[src/hw/rtl/i2c_bus_monitor_defines.svh]
// ----------------------------------------------------------------------------
// I2C bus monitor assertion macros
// Shared concurrent assertion forms, clocked on clk and disabled in reset.
// ----------------------------------------------------------------------------
`ifndef I2C_BUS_MONITOR_DEFINES_SVH
`define I2C_BUS_MONITOR_DEFINES_SVH

// same-cycle implication
`define I2CM_ASSERT_NOW(lbl, ante, cons, msg) \
  lbl: assert property (@(posedge clk) disable iff (!rst_n) (ante) |-> (cons)) \
    else $error(msg);

// next-cycle implication
`define I2CM_ASSERT_NEXT(lbl, ante, cons, msg) \
  lbl: assert property (@(posedge clk) disable iff (!rst_n) (ante) |=> (cons)) \
    else $error(msg);

`endif

[src/hw/rtl/i2cm_pkg.sv]
// ----------------------------------------------------------------------------
// I2C bus monitor package
// Phase and event codes, sample and event records, default limits.
// ----------------------------------------------------------------------------
package i2cm_pkg;

  localparam int BYTE_LIMIT_DEF = 32;
  localparam int MAX_TRANS_DEF  = 16;
  localparam int BITS_PER_BYTE  = 8;

  typedef enum logic [1:0] {
    PH_IDLE = 2'd0,
    PH_ADDR = 2'd1,
    PH_ACK  = 2'd2,
    PH_DATA = 2'd3
  } phase_t;

  typedef enum logic [2:0] {
    EV_START       = 3'd0,
    EV_ADDR_DONE   = 3'd1,
    EV_NACK        = 3'd2,
    EV_DATA        = 3'd3,
    EV_STOP_STORED = 3'd4,
    EV_STOP_FULL   = 3'd5
  } event_kind_t;

  typedef struct packed {
    logic        scl_level;
    logic        sda_level;
    logic [31:0] stamp;
  } sample_t;

  typedef struct packed {
    event_kind_t event_kind;
    logic [6:0]  target_address;
    logic        read_flag;
    logic [7:0]  data_value;
    logic [4:0]  byte_index;
    logic        byte_kept;
    logic [5:0]  byte_total;
    logic [31:0] begin_time;
    logic [4:0]  stored_total;
  } bus_event_t;

  typedef struct packed {
    logic advance;
  } stage_ctl_t;

endpackage

[src/hw/rtl/i2cm_in_stage.sv]
// ----------------------------------------------------------------------------
// I2C monitor sample register
// Captures one bus sample per request and holds it until the decoder advances.
// ----------------------------------------------------------------------------
module i2cm_in_stage
  import i2cm_pkg::*;
(
  input  logic        clk,
  input  logic        rst_n,
  input  logic        in_valid,
  output logic        in_ready,
  input  logic        in_scl_level,
  input  logic        in_sda_level,
  input  logic [31:0] in_timestamp,
  input  logic        advance,
  output logic        item_valid,
  output sample_t     item
);

  logic    vld_r, vld_nxt;
  sample_t item_r;

  assign in_ready   = !vld_r || advance;
  assign item_valid = vld_r;
  assign item       = item_r;

  always_comb begin
    vld_nxt = vld_r;
    if (in_valid && in_ready) begin
      vld_nxt = 1'b1;
    end else if (advance) begin
      vld_nxt = 1'b0;
    end
  end

  always_ff @(posedge clk) begin
    if (!rst_n) begin
      vld_r <= 1'b0;
    end else begin
      vld_r <= vld_nxt;
    end
  end

  always_ff @(posedge clk) begin
    if (in_valid && in_ready) begin
      item_r <= '{scl_level: in_scl_level, sda_level: in_sda_level,
                  stamp: in_timestamp};
    end
  end

endmodule

[src/hw/rtl/i2cm_decoder.sv]
// ----------------------------------------------------------------------------
// I2C monitor protocol decoder
// Detects START/STOP and clock edges, tracks the transaction and forms events.
// ----------------------------------------------------------------------------
module i2cm_decoder
  import i2cm_pkg::*;
#(
  parameter int BYTE_LIMIT = BYTE_LIMIT_DEF,
  parameter int MAX_TRANS  = MAX_TRANS_DEF
)
(
  input  logic       clk,
  input  logic       rst_n,
  input  stage_ctl_t ctl,
  input  sample_t    item,
  output logic       has_event,
  output bus_event_t evt
);

  `include "i2c_bus_monitor_defines.svh"

  localparam int CNT_W = $clog2(BYTE_LIMIT + 1);
  localparam int STO_W = $clog2(MAX_TRANS + 1);

  phase_t           phase_r, phase_nxt;
  logic             prev_clk_r, prev_sda_r;
  logic [7:0]       shift_r, shift_nxt;
  logic [3:0]       bit_cnt_r, bit_cnt_nxt;
  logic [6:0]       addr_r, addr_nxt;
  logic             rw_r, rw_nxt;
  logic [CNT_W-1:0] cnt_bytes_r, cnt_bytes_nxt;
  logic [31:0]      stamp_r, stamp_nxt;
  logic [STO_W-1:0] stored_r, stored_nxt;

  logic        start_c, stop_c, rise_c, last_bit;
  logic [7:0]  shift_in;
  event_kind_t kind;
  logic [7:0]  dval;
  logic [31:0] idx_ext, cnt_ext, sto_ext;
  logic        kept;

  assign start_c  = item.scl_level && prev_clk_r && !item.sda_level && prev_sda_r;
  assign stop_c   = item.scl_level && prev_clk_r && item.sda_level && !prev_sda_r;
  assign rise_c   = item.scl_level && !prev_clk_r;
  assign shift_in = {shift_r[6:0], item.sda_level};
  assign last_bit = (bit_cnt_r == 4'(BITS_PER_BYTE - 1));

  // phase transitions
  always_comb begin
    phase_nxt = phase_r;
    if (start_c) begin
      phase_nxt = PH_ADDR;
    end else if (stop_c) begin
      phase_nxt = PH_IDLE;
    end else if (rise_c) begin
      unique case (phase_r)
        PH_IDLE: phase_nxt = PH_IDLE;
        PH_ADDR: if (last_bit) phase_nxt = PH_ACK;
        PH_ACK:  phase_nxt = item.sda_level ? PH_IDLE : PH_DATA;
        PH_DATA: if (last_bit) phase_nxt = PH_ACK;
        default: phase_nxt = PH_IDLE;
      endcase
    end
  end

  // datapath updates and event selection
  always_comb begin
    shift_nxt     = shift_r;
    bit_cnt_nxt   = bit_cnt_r;
    addr_nxt      = addr_r;
    rw_nxt        = rw_r;
    cnt_bytes_nxt = cnt_bytes_r;
    stamp_nxt     = stamp_r;
    stored_nxt    = stored_r;
    has_event     = 1'b0;
    kind          = EV_START;
    dval          = 8'd0;
    idx_ext       = 32'd0;
    kept          = 1'b0;
    if (start_c) begin
      shift_nxt     = 8'd0;
      bit_cnt_nxt   = 4'd0;
      addr_nxt      = 7'd0;
      rw_nxt        = 1'b0;
      cnt_bytes_nxt = '0;
      stamp_nxt     = item.stamp;
      has_event     = 1'b1;
      kind          = EV_START;
    end else if (stop_c) begin
      if (phase_r != PH_IDLE) begin
        has_event = 1'b1;
        if (stored_r < STO_W'(MAX_TRANS)) begin
          stored_nxt = stored_r + STO_W'(1);
          kind       = EV_STOP_STORED;
        end else begin
          kind       = EV_STOP_FULL;
        end
      end
    end else if (rise_c) begin
      unique case (phase_r)
        PH_IDLE: begin
        end
        PH_ADDR: begin
          shift_nxt   = shift_in;
          bit_cnt_nxt = bit_cnt_r + 4'd1;
          if (last_bit) begin
            addr_nxt    = shift_in[7:1];
            rw_nxt      = shift_in[0];
            bit_cnt_nxt = 4'd0;
            has_event   = 1'b1;
            kind        = EV_ADDR_DONE;
          end
        end
        PH_ACK: begin
          if (!item.sda_level) begin
            shift_nxt = 8'd0;
          end else begin
            has_event = 1'b1;
            kind      = EV_NACK;
          end
        end
        PH_DATA: begin
          shift_nxt   = shift_in;
          bit_cnt_nxt = bit_cnt_r + 4'd1;
          if (last_bit) begin
            dval        = shift_in;
            bit_cnt_nxt = 4'd0;
            shift_nxt   = 8'd0;
            has_event   = 1'b1;
            kind        = EV_DATA;
            // stop counting once the byte limit is reached; later bytes are not kept
            if (cnt_bytes_r < CNT_W'(BYTE_LIMIT)) begin
              idx_ext       = 32'(cnt_bytes_r);
              kept          = 1'b1;
              cnt_bytes_nxt = cnt_bytes_r + CNT_W'(1);
            end
          end
        end
        default: begin
        end
      endcase
    end
  end

  assign cnt_ext = 32'(cnt_bytes_nxt);
  assign sto_ext = 32'(stored_nxt);

  always_comb begin
    evt.event_kind     = kind;
    evt.target_address = addr_nxt;
    evt.read_flag      = rw_nxt;
    evt.data_value     = dval;
    evt.byte_index     = idx_ext[4:0];
    evt.byte_kept      = kept;
    evt.byte_total     = cnt_ext[5:0];
    evt.begin_time     = stamp_nxt;
    evt.stored_total   = sto_ext[4:0];
  end

  always_ff @(posedge clk) begin
    if (!rst_n) begin
      phase_r     <= PH_IDLE;
      prev_clk_r  <= 1'b1;
      prev_sda_r  <= 1'b1;
      shift_r     <= 8'd0;
      bit_cnt_r   <= 4'd0;
      addr_r      <= 7'd0;
      rw_r        <= 1'b0;
      cnt_bytes_r <= '0;
      stamp_r     <= 32'd0;
      stored_r    <= '0;
    end else if (ctl.advance) begin
      phase_r     <= phase_nxt;
      prev_clk_r  <= item.scl_level;
      prev_sda_r  <= item.sda_level;
      shift_r     <= shift_nxt;
      bit_cnt_r   <= bit_cnt_nxt;
      addr_r      <= addr_nxt;
      rw_r        <= rw_nxt;
      cnt_bytes_r <= cnt_bytes_nxt;
      stamp_r     <= stamp_nxt;
      stored_r    <= stored_nxt;
    end
  end

  `I2CM_ASSERT_NOW(a_cnt_limit, 1'b1, cnt_bytes_r <= CNT_W'(BYTE_LIMIT), "byte count over limit")
  `I2CM_ASSERT_NOW(a_bit_range, 1'b1, bit_cnt_r < 4'(BITS_PER_BYTE), "bit counter out of range")
  `I2CM_ASSERT_NEXT(a_start_addr, ctl.advance && start_c,
                    phase_r == PH_ADDR && bit_cnt_r == 4'd0, "start did not open address phase")
  `I2CM_ASSERT_NEXT(a_stored_mono, !ctl.advance,
                    $stable(stored_r) && $stable(phase_r), "state moved without a sample")

endmodule

[src/hw/rtl/i2cm_out_stage.sv]
// ----------------------------------------------------------------------------
// I2C monitor event register
// Holds one bus event until the consumer takes it.
// ----------------------------------------------------------------------------
module i2cm_out_stage
  import i2cm_pkg::*;
(
  input  logic        clk,
  input  logic        rst_n,
  input  logic        push,
  input  bus_event_t  evt,
  output logic        free,
  output logic        out_valid,
  input  logic        out_ready,
  output logic [2:0]  out_event_kind,
  output logic [6:0]  out_target_address,
  output logic        out_read_flag,
  output logic [7:0]  out_data_value,
  output logic [4:0]  out_byte_index,
  output logic        out_byte_kept,
  output logic [5:0]  out_byte_total,
  output logic [31:0] out_begin_time,
  output logic [4:0]  out_stored_total
);

  logic       vld_r, vld_nxt;
  bus_event_t evt_r;

  assign free      = !vld_r || out_ready;
  assign out_valid = vld_r;

  always_comb begin
    vld_nxt = vld_r;
    if (push) begin
      vld_nxt = 1'b1;
    end else if (out_ready) begin
      vld_nxt = 1'b0;
    end
  end

  always_ff @(posedge clk) begin
    if (!rst_n) begin
      vld_r <= 1'b0;
    end else begin
      vld_r <= vld_nxt;
    end
  end

  always_ff @(posedge clk) begin
    if (push) begin
      evt_r <= evt;
    end
  end

  assign out_event_kind     = evt_r.event_kind;
  assign out_target_address = evt_r.target_address;
  assign out_read_flag      = evt_r.read_flag;
  assign out_data_value     = evt_r.data_value;
  assign out_byte_index     = evt_r.byte_index;
  assign out_byte_kept      = evt_r.byte_kept;
  assign out_byte_total     = evt_r.byte_total;
  assign out_begin_time     = evt_r.begin_time;
  assign out_stored_total   = evt_r.stored_total;

endmodule

[src/hw/rtl/i2c_bus_monitor.sv]
// ----------------------------------------------------------------------------
// I2C bus monitor
// Passive decoder of sampled SCL/SDA levels into START, address, data, NACK
// and STOP events.
// ----------------------------------------------------------------------------
// One bus sample is taken per clock cycle while in_ready is high. A sample
// is registered, decoded in a single pass against the bus state and, if it
// causes an event, written to the event register, so each event passes
// through the sample register and then the event register to out_valid.
// The event register lets the next sample in while an earlier event still
// waits; only a sample that produces an event while the event register is
// full and not being read holds in_ready low. The stored transaction count
// saturates at MAX_TRANS and data bytes beyond BYTE_LIMIT are reported as
// not kept.
module i2c_bus_monitor
  import i2cm_pkg::*;
#(
  parameter int BYTE_LIMIT = BYTE_LIMIT_DEF,
  parameter int MAX_TRANS  = MAX_TRANS_DEF
)
(
  input  logic        clk,
  input  logic        rst_n,
  input  logic        in_valid,
  output logic        in_ready,
  input  logic        in_scl_level,
  input  logic        in_sda_level,
  input  logic [31:0] in_timestamp,
  output logic        out_valid,
  input  logic        out_ready,
  output logic [2:0]  out_event_kind,
  output logic [6:0]  out_target_address,
  output logic        out_read_flag,
  output logic [7:0]  out_data_value,
  output logic [4:0]  out_byte_index,
  output logic        out_byte_kept,
  output logic [5:0]  out_byte_total,
  output logic [31:0] out_begin_time,
  output logic [4:0]  out_stored_total
);

  stage_ctl_t ctl;
  sample_t    item;
  logic       item_valid;
  logic       has_event;
  logic       out_free;
  bus_event_t evt;

  // advance the sample unless its event has nowhere to go
  assign ctl.advance = item_valid && (!has_event || out_free);

  i2cm_in_stage u_in (
    .clk          (clk),
    .rst_n        (rst_n),
    .in_valid     (in_valid),
    .in_ready     (in_ready),
    .in_scl_level (in_scl_level),
    .in_sda_level (in_sda_level),
    .in_timestamp (in_timestamp),
    .advance      (ctl.advance),
    .item_valid   (item_valid),
    .item         (item)
  );

  i2cm_decoder #(
    .BYTE_LIMIT (BYTE_LIMIT),
    .MAX_TRANS  (MAX_TRANS)
  ) u_dec (
    .clk       (clk),
    .rst_n     (rst_n),
    .ctl       (ctl),
    .item      (item),
    .has_event (has_event),
    .evt       (evt)
  );

  i2cm_out_stage u_out (
    .clk                (clk),
    .rst_n              (rst_n),
    .push               (ctl.advance && has_event),
    .evt                (evt),
    .free               (out_free),
    .out_valid          (out_valid),
    .out_ready          (out_ready),
    .out_event_kind     (out_event_kind),
    .out_target_address (out_target_address),
    .out_read_flag      (out_read_flag),
    .out_data_value     (out_data_value),
    .out_byte_index     (out_byte_index),
    .out_byte_kept      (out_byte_kept),
    .out_byte_total     (out_byte_total),
    .out_begin_time     (out_begin_time),
    .out_stored_total   (out_stored_total)
  );

endmodule

[config.mk]
export PLATFORM = sky130hd
export DESIGN_NAME = i2c_bus_monitor
export DESIGN_NICKNAME = d
export VERILOG_FILES = /design/src/hw/rtl/i2cm_pkg.sv /design/src/hw/rtl/i2cm_in_stage.sv /design/src/hw/rtl/i2cm_decoder.sv /design/src/hw/rtl/i2cm_out_stage.sv /design/src/hw/rtl/i2c_bus_monitor.sv
export VERILOG_INCLUDE_DIRS = /design/src /design/src/hw/rtl
export SDC_FILE = /design/constraint.sdc
export NUM_CORES = 1
export LEC_CHECK = 0
export BUFFER_PORTS_ARGS = -buffer_cell sky130_fd_sc_hd__buf_2
export CELL_PAD_IN_SITES_DETAIL_PLACEMENT = 0
export CELL_PAD_IN_SITES_GLOBAL_PLACEMENT = 2
export CORE_ASPECT_RATIO = 1.1
export CORE_MARGIN = 5
export CORE_UTILIZATION = 41
export CTS_CLUSTER_DIAMETER = 100
export DETAILED_ROUTE_END_ITERATION = 12
export PLACE_DENSITY_LB_ADDON = 0.1
export SLEW_MARGIN = 5
export SYNTH_ARGS = -nofsm -noshare
export SYNTH_HDL_FRONTEND = slang
export SYNTH_SLANG_ARGS = --single-unit
[constraint.sdc]
create_clock -name clk -period 5.2 [get_ports clk]
set_input_delay 0.26 -clock clk [delete_from_list [all_inputs] [get_ports clk]]
set_output_delay 0.26 -clock clk [all_outputs]
set_load 0.05 [all_outputs]
# Word-level counts from Yosys, hierarchy flattened
# Index checks and enable logic that the tools add are counted.
[op_classes] muxes=58 bitwise=4 magnitude_cmp=2 eq_ne=7 n_reduce_logical=32 add_sub_neg=3
[ops] cell="$mux 7" n=10
[ops] cell="$mux 6" n=6
[ops] cell="$mux 32" n=1
[ops] cell="$pmux 7 s3" n=1
[ops] cell="$mux 4" n=5
[ops] cell="$mux 5" n=4
[ops] cell="$mux 1" n=18
[ops] cell="$mux 2" n=7
[ops] cell="$reduce_bool 2->1" n=5
[ops] cell="$logic_and 1x1->1" n=9
[ops] cell="$mux 3" n=3
[ops] cell="$pmux 3 s3" n=1
[ops] cell="$add 6x1->6 const B" n=1
[ops] cell="$logic_not 1->1" n=6
[ops] cell="$lt 6x6->1 const B" n=1
[ops] cell="$pmux 2 s3" n=1
[ops] cell="$reduce_or 6->1" n=1
[ops] cell="$add 5x1->5 const B" n=1
[ops] cell="$lt 5x5->1 const B" n=1
[ops] cell="$reduce_and 5->1" n=1
[ops] cell="$reduce_or 5->1" n=1
[ops] cell="$add 4x1->4 const B" n=1
[ops] cell="$eq 2x2->1 const B" n=2
[ops] cell="$eq 4x3->1 const B" n=1
[ops] cell="other kinds (13)" n=18
[word_totals] ff_bits=170 elab_cells=130

# Depth between registers and ports, before layout
[logic_depth] word_depth=12 ltp_mapped=8 mapped_depth_nobuf=6

# By module
# From an unflattened synthesis, not the netlist that was laid out.
[unflattened] hier_cells=546 area_unflattened_um2=6697.7
[modules_own_cells] mod="i2cm_decoder" area_per_inst_um2=3509.6 cells_each=432 instances=1 seq_area_each_um2=1321.3
[modules_own_cells] mod="i2cm_out_stage" area_per_inst_um2=2090.8 cells_each=72 instances=1 seq_area_each_um2=2062.0
[modules_own_cells] mod="i2cm_in_stage" area_per_inst_um2=1078.5 cells_each=39 instances=1 seq_area_each_um2=1041.0
[modules_own_cells] mod="i2c_bus_monitor" area_per_inst_um2=18.8 cells_each=3 instances=1 seq_area_each_um2=0.0

# Worst setup path after synthesis
# OpenSTA, ideal clock, no wires.
[synth_path] path_type="flip-flop to flip-flop" start="reg u_dec.bit_cnt_r[0]" end="reg u_out.evt_r, in the netlist u_out.out_begin_time[0] (enable)" required_time_ns=4.766 stages_incl_launch_ff=7 setup_time_ns=0.434 arrival_time_ns=3.029 synth_period_minus_slack_ns=3.463 setup_slack_ns=1.737 path_buffers=1 cell_sequence="dfxtp_1 > ha_1 > and3b_1 > nand3_2 > a31o_2 > clkbuf_1 > and3_1"
[synth_via] elab_chain_cells=10
[synth_lines] item="start, declared" line_no="i2cm_decoder.sv:28" rtl="logic [3:0] bit_cnt_r, bit_cnt_nxt;"
[synth_lines] item="start signal, assigned" line_no="i2cm_decoder.sv:177" rtl="bit_cnt_r <= bit_cnt_nxt;"
[synth_lines] item="$eq 4x3->1 *" line_no="i2cm_decoder.sv:46" rtl="assign last_bit = (bit_cnt_r == 4'(BITS_PER_BYTE - 1));"
[synth_lines] item="$mux 1 *" line_no="i2cm_decoder.sv:106, i2cm_decoder.sv:125"
[synth_lines] item="$pmux 1 s2 *" line_no="i2cm_decoder.sv:100" rtl="unique case (phase_r)"
[synth_lines] item="$mux 1 *" line_no="i2cm_decoder.sv:99" rtl="end else if (rise_c) begin"
[synth_lines] item="$mux 1 *" line_no="i2cm_decoder.sv:89" rtl="end else if (stop_c) begin"
[synth_lines] item="$mux 1 *" line_no="i2cm_decoder.sv:80" rtl="if (start_c) begin"
[synth_lines] item="$logic_not 1->1" line_no="i2c_bus_monitor.sv:50" rtl="assign ctl.advance = item_valid && (!has_event || out_free);"
[synth_lines] item="$logic_or 1x1->1" line_no="i2c_bus_monitor.sv:50"
[synth_lines] item="$logic_and 1x1->1" line_no="i2c_bus_monitor.sv:50"
[synth_lines] item="$logic_and 1x1->1 *" line_no="i2c_bus_monitor.sv:80" rtl=".push (ctl.advance && has_event),"
[synth_lines] item="via u_out.push" line_no="i2cm_out_stage.sv:10" rtl="input logic push,"
[synth_lines] item="end signal, assigned" line_no="i2cm_out_stage.sv:51" rtl="evt_r <= evt;"
[synth_lines] item="end, declared" line_no="i2cm_out_stage.sv:27" rtl="bus_event_t evt_r;"
# Mark *: on every way through the listed nets, which the timed path passes. The rest lies on a longest branch.
# A chain may end at the register's enable or synchronous reset.

# Worst setup path after layout
[layout_path] start="reg u_in.item_r, in the netlist u_in.item[32]" end="reg u_out.evt_r, in the netlist u_out.out_begin_time[31] (enable)"
[layout_via] elab_chain_cells=9
[layout_lines] item="start, declared" line_no="i2cm_in_stage.sv:21" rtl="sample_t item_r;"
[layout_lines] item="start signal, assigned" line_no="i2cm_in_stage.sv:46" rtl="item_r <= '{scl_level: in_scl_level, sda_level: in_sda_level,"
[layout_lines] item="$mux 1" line_no="i2cm_decoder.sv:115" rtl="if (!item.sda_level) begin"
[layout_lines] item="$pmux 1 s2" line_no="i2cm_decoder.sv:100"
[layout_lines] item="$mux 1" line_no="i2cm_decoder.sv:99"
[layout_lines] item="$mux 1" line_no="i2cm_decoder.sv:89"
[layout_lines] item="$mux 1 *" line_no="i2cm_decoder.sv:80"
[layout_lines] item="$logic_not 1->1" line_no="i2c_bus_monitor.sv:50"
[layout_lines] item="$logic_or 1x1->1" line_no="i2c_bus_monitor.sv:50"
[layout_lines] item="$logic_and 1x1->1" line_no="i2c_bus_monitor.sv:50"
[layout_lines] item="$logic_and 1x1->1 *" line_no="i2c_bus_monitor.sv:80"
[layout_lines] item="via u_out.push" line_no="i2cm_out_stage.sv:10"
# Marks and branches as above.

==> run summary <==
Status - finished clean
Drt pass-1 iters - 5
Yosys reg bits - 170
Vias - 4752
Hold crit path type - in -> reg
Number of cells produced by synthesis - 564
WP data arrival - 3310 ps
Avg Cell Area, Syn - 12.20 um^2
Top-count cell post-synth - edfxtp_1
Largest net degree at the start of global routing - 69
Final WL - 15350 um
Crit-path cells - nand3b_1 -> a21bo_2 -> a31o_2 -> and3_4
Post-CTS sizing - 0
Io pins - 108
Post-synth top area share - 44.51%
Postcts setup bufs - 0
Synth warn - 0
Dpl cells - 840
Antenna violations before repair - 0
Number of global-route vias before repair - 4899
Top post-synthesis cells by area - edfxtp_1 45%, dfxtp_1 20%, mux2_2 5.4%
Crit start category - flip-flop
Slowest stage cell, crit path - and3_4
Post-synthesis sequential area ratio - 64.29%
Core Area - 0.01643 mm^2
Crit path capture type - flip-flop
Lkg Pwr - 2.973 nW
Initial core utilization - 41.88%
Antenna viol nets, final - 0
Ant diodes - 0
Share of flip-flops with an asynchronous set or reset - 0%
Top post-synthesis cells by count - 102 x edfxtp_1, 68 x dfxtp_1, 68 x nor3_1
Netlist cell types - 56
Pwr dens - 354.0 mW/mm^2
Final setup fails - 0
CP Data Required Time - 5240 ps
Critical path class - reg -> reg
Row cnt - 49
# DRC - 0
Final hold viol count - 0
Layout Nets - 717
Clk root buf - clkbuf_16
Die H - 145.9 um
CTS Hold Buffers Added - 21
Fin crit share - 62.88%
RSZ-0062 raised after global routing - no
Clk buf depth - 2
EDFF count, synth - 102
Slew Limit Fails - 0
Layout cells sized above 1 - 27.43%
Clk_lat worst skew - 420 ps
Syn Nets - 605
CP top delay family - simple AND/OR/NAND/NOR gates
Critical Path Max Stage Delay - 950 ps
Htree depth - 4
Slew headroom - 29.12%
Commonest register cell after synthesis - edfxtp_1
Tmin final - 3270 ps
Avg Vias per Cell - 5.321
Max Cap Viol - 0
Cell Count, Final, Fillers Out - 893
First-pass GRT wire length - 25740 um
TritonCTS clock tree - built
Post-synth top area cell - edfxtp_1
CTS Buf Count - 17
Port Buffer Count - 107
Area delta synth->final - 21.13%
Average routed wire per standard cell - 17.18 um
Clk slew on worst S/H paths - 60 ps
Initial drt markers - 234
Die Span X - 133.5 um
Routability congestion estimate - 0.7778
Post-DP HPWL - 9205 um
GRT Total Usage - 16.44%
Die Area - 0.01948 mm^2
Max VDD drop - 223.4 uV
Clock skew - 10.16 ps
Global route overflow - 0
Worst path bufs/invs - 0
CTS sink count - 170
Mapped Area - 0.006882 mm^2
Worst-path fanout max - 68
Fmax - 305.8 MHz
Setup TNS - 0 ps
Worst-margin pin slew - 1061 ps
## power by group
part	switching, mW	internal, mW	leakage, nW
clock	0.517	0.736	0.281
combinational	0.121	0.0786	1.21
sequential	0.0254	1.47	1.48
## cells in the final DEF, fill, tap and decap left out, drive strengths merged, types with 3 or more instances in the layout
cell type / instances
a21oi: 41
and2: 13
buf: 113
clkbuf: 22
clkinv: 8
dfxtp: 68
dlygate4sd3: 21
edfxtp: 102
ha: 3
inv: 4
mux2: 33
mux2i: 22
nand2: 42
nand2b: 3
nand3: 21
nand4b: 3
nor2: 24
nor3: 69
nor4: 3
o21ai: 12
o22ai: 9
o31ai: 3
or4: 4
xnor2: 6
xor2: 3
## flip-flops by register name, indices dropped and copies added, names as in the netlist, 4 cells and up
register / cells
u_dec.stamp_r: 32
u_out.out_byte_index: 5
u_dec.shift_r: 7
u_dec.cnt_bytes_r: 6
u_out.out_target_address: 7
u_out.out_data_value: 8
u_out.out_stored_total: 5
u_out.out_byte_total: 6
u_dec.stored_r: 5
u_out.out_begin_time: 32
u_in.item: 34
u_dec.bit_cnt_r: 4
u_dec.addr_r: 7
## area by class of cell
cell class / instances / area (um^2)
Timing Repair Buffer: 134 / 790.8
Multi-Input combinational cell: 347 / 2252
Clock inverter: 10 / 120.1
Sequential cell: 170 / 4425
Clock buffer: 22 / 464.2
Tap cell: 204 / 255.2
Fill cell: 1492 / 8095
Inverter: 6 / 27.53
## path summary, 6_finish.rpt
check                   from                  endpoint  slack [ps]  cells past startpoint
max            u_in.item[32]  u_out.out_begin_time[31]        1930                      4
min          in_timestamp[9]              u_in.item[9]          20                      1
max reg2reg    u_in.item[32]  u_out.out_begin_time[31]        1930                      4
min reg2reg  u_dec.addr_r[4]           u_dec.addr_r[4]         480                      2
## logic make-up after synthesis
group / count (synthesis) / share of synthesized area (%)
mux: 55 / 8.600
simple gates: 198 / 14.91
buf+inv: 47 / 3.236
fa+ha+maj: 3 / 0.5455
xor+xnor: 9 / 1.146
flops: 170 / 64.29
compound gates: 82 / 7.273
## routing by layer
layer  track usage (%)  vias to the layer above  part of all wire, %
met1             21.09                     2326                   44
met3             3.285                       16                  4.1
met5                 0                        -                    0
met2             27.77                      101                   51
li1                  -                     2309                    -
met4             5.710                        0                  1.2
## stage by stage
| step | area (um^2) | hold slack (ps) | setup slack (ps) | utilization (%) | total power, mW |
|---|---|---|---|---|---|
| floorplan | 6882 | 358.9 | 1737 | - | 1.661 |
| global placement | 7541 | 436.8 | 1977 | 45.90 | 1.714 |
| detailed placement | 7541 | 438.1 | 1889 | 45.90 | 1.717 |
| CTS | 8335 | 0.6562 | 1872 | 50.73 | 2.988 |
| global route | 8335 | 8.428 | 1675 | 50.73 | 3.072 |
| finish | 8335 | 21.09 | 1930 | 50.73 | 2.950 |
No activity file was read; power rests on OpenSTA's default activity.
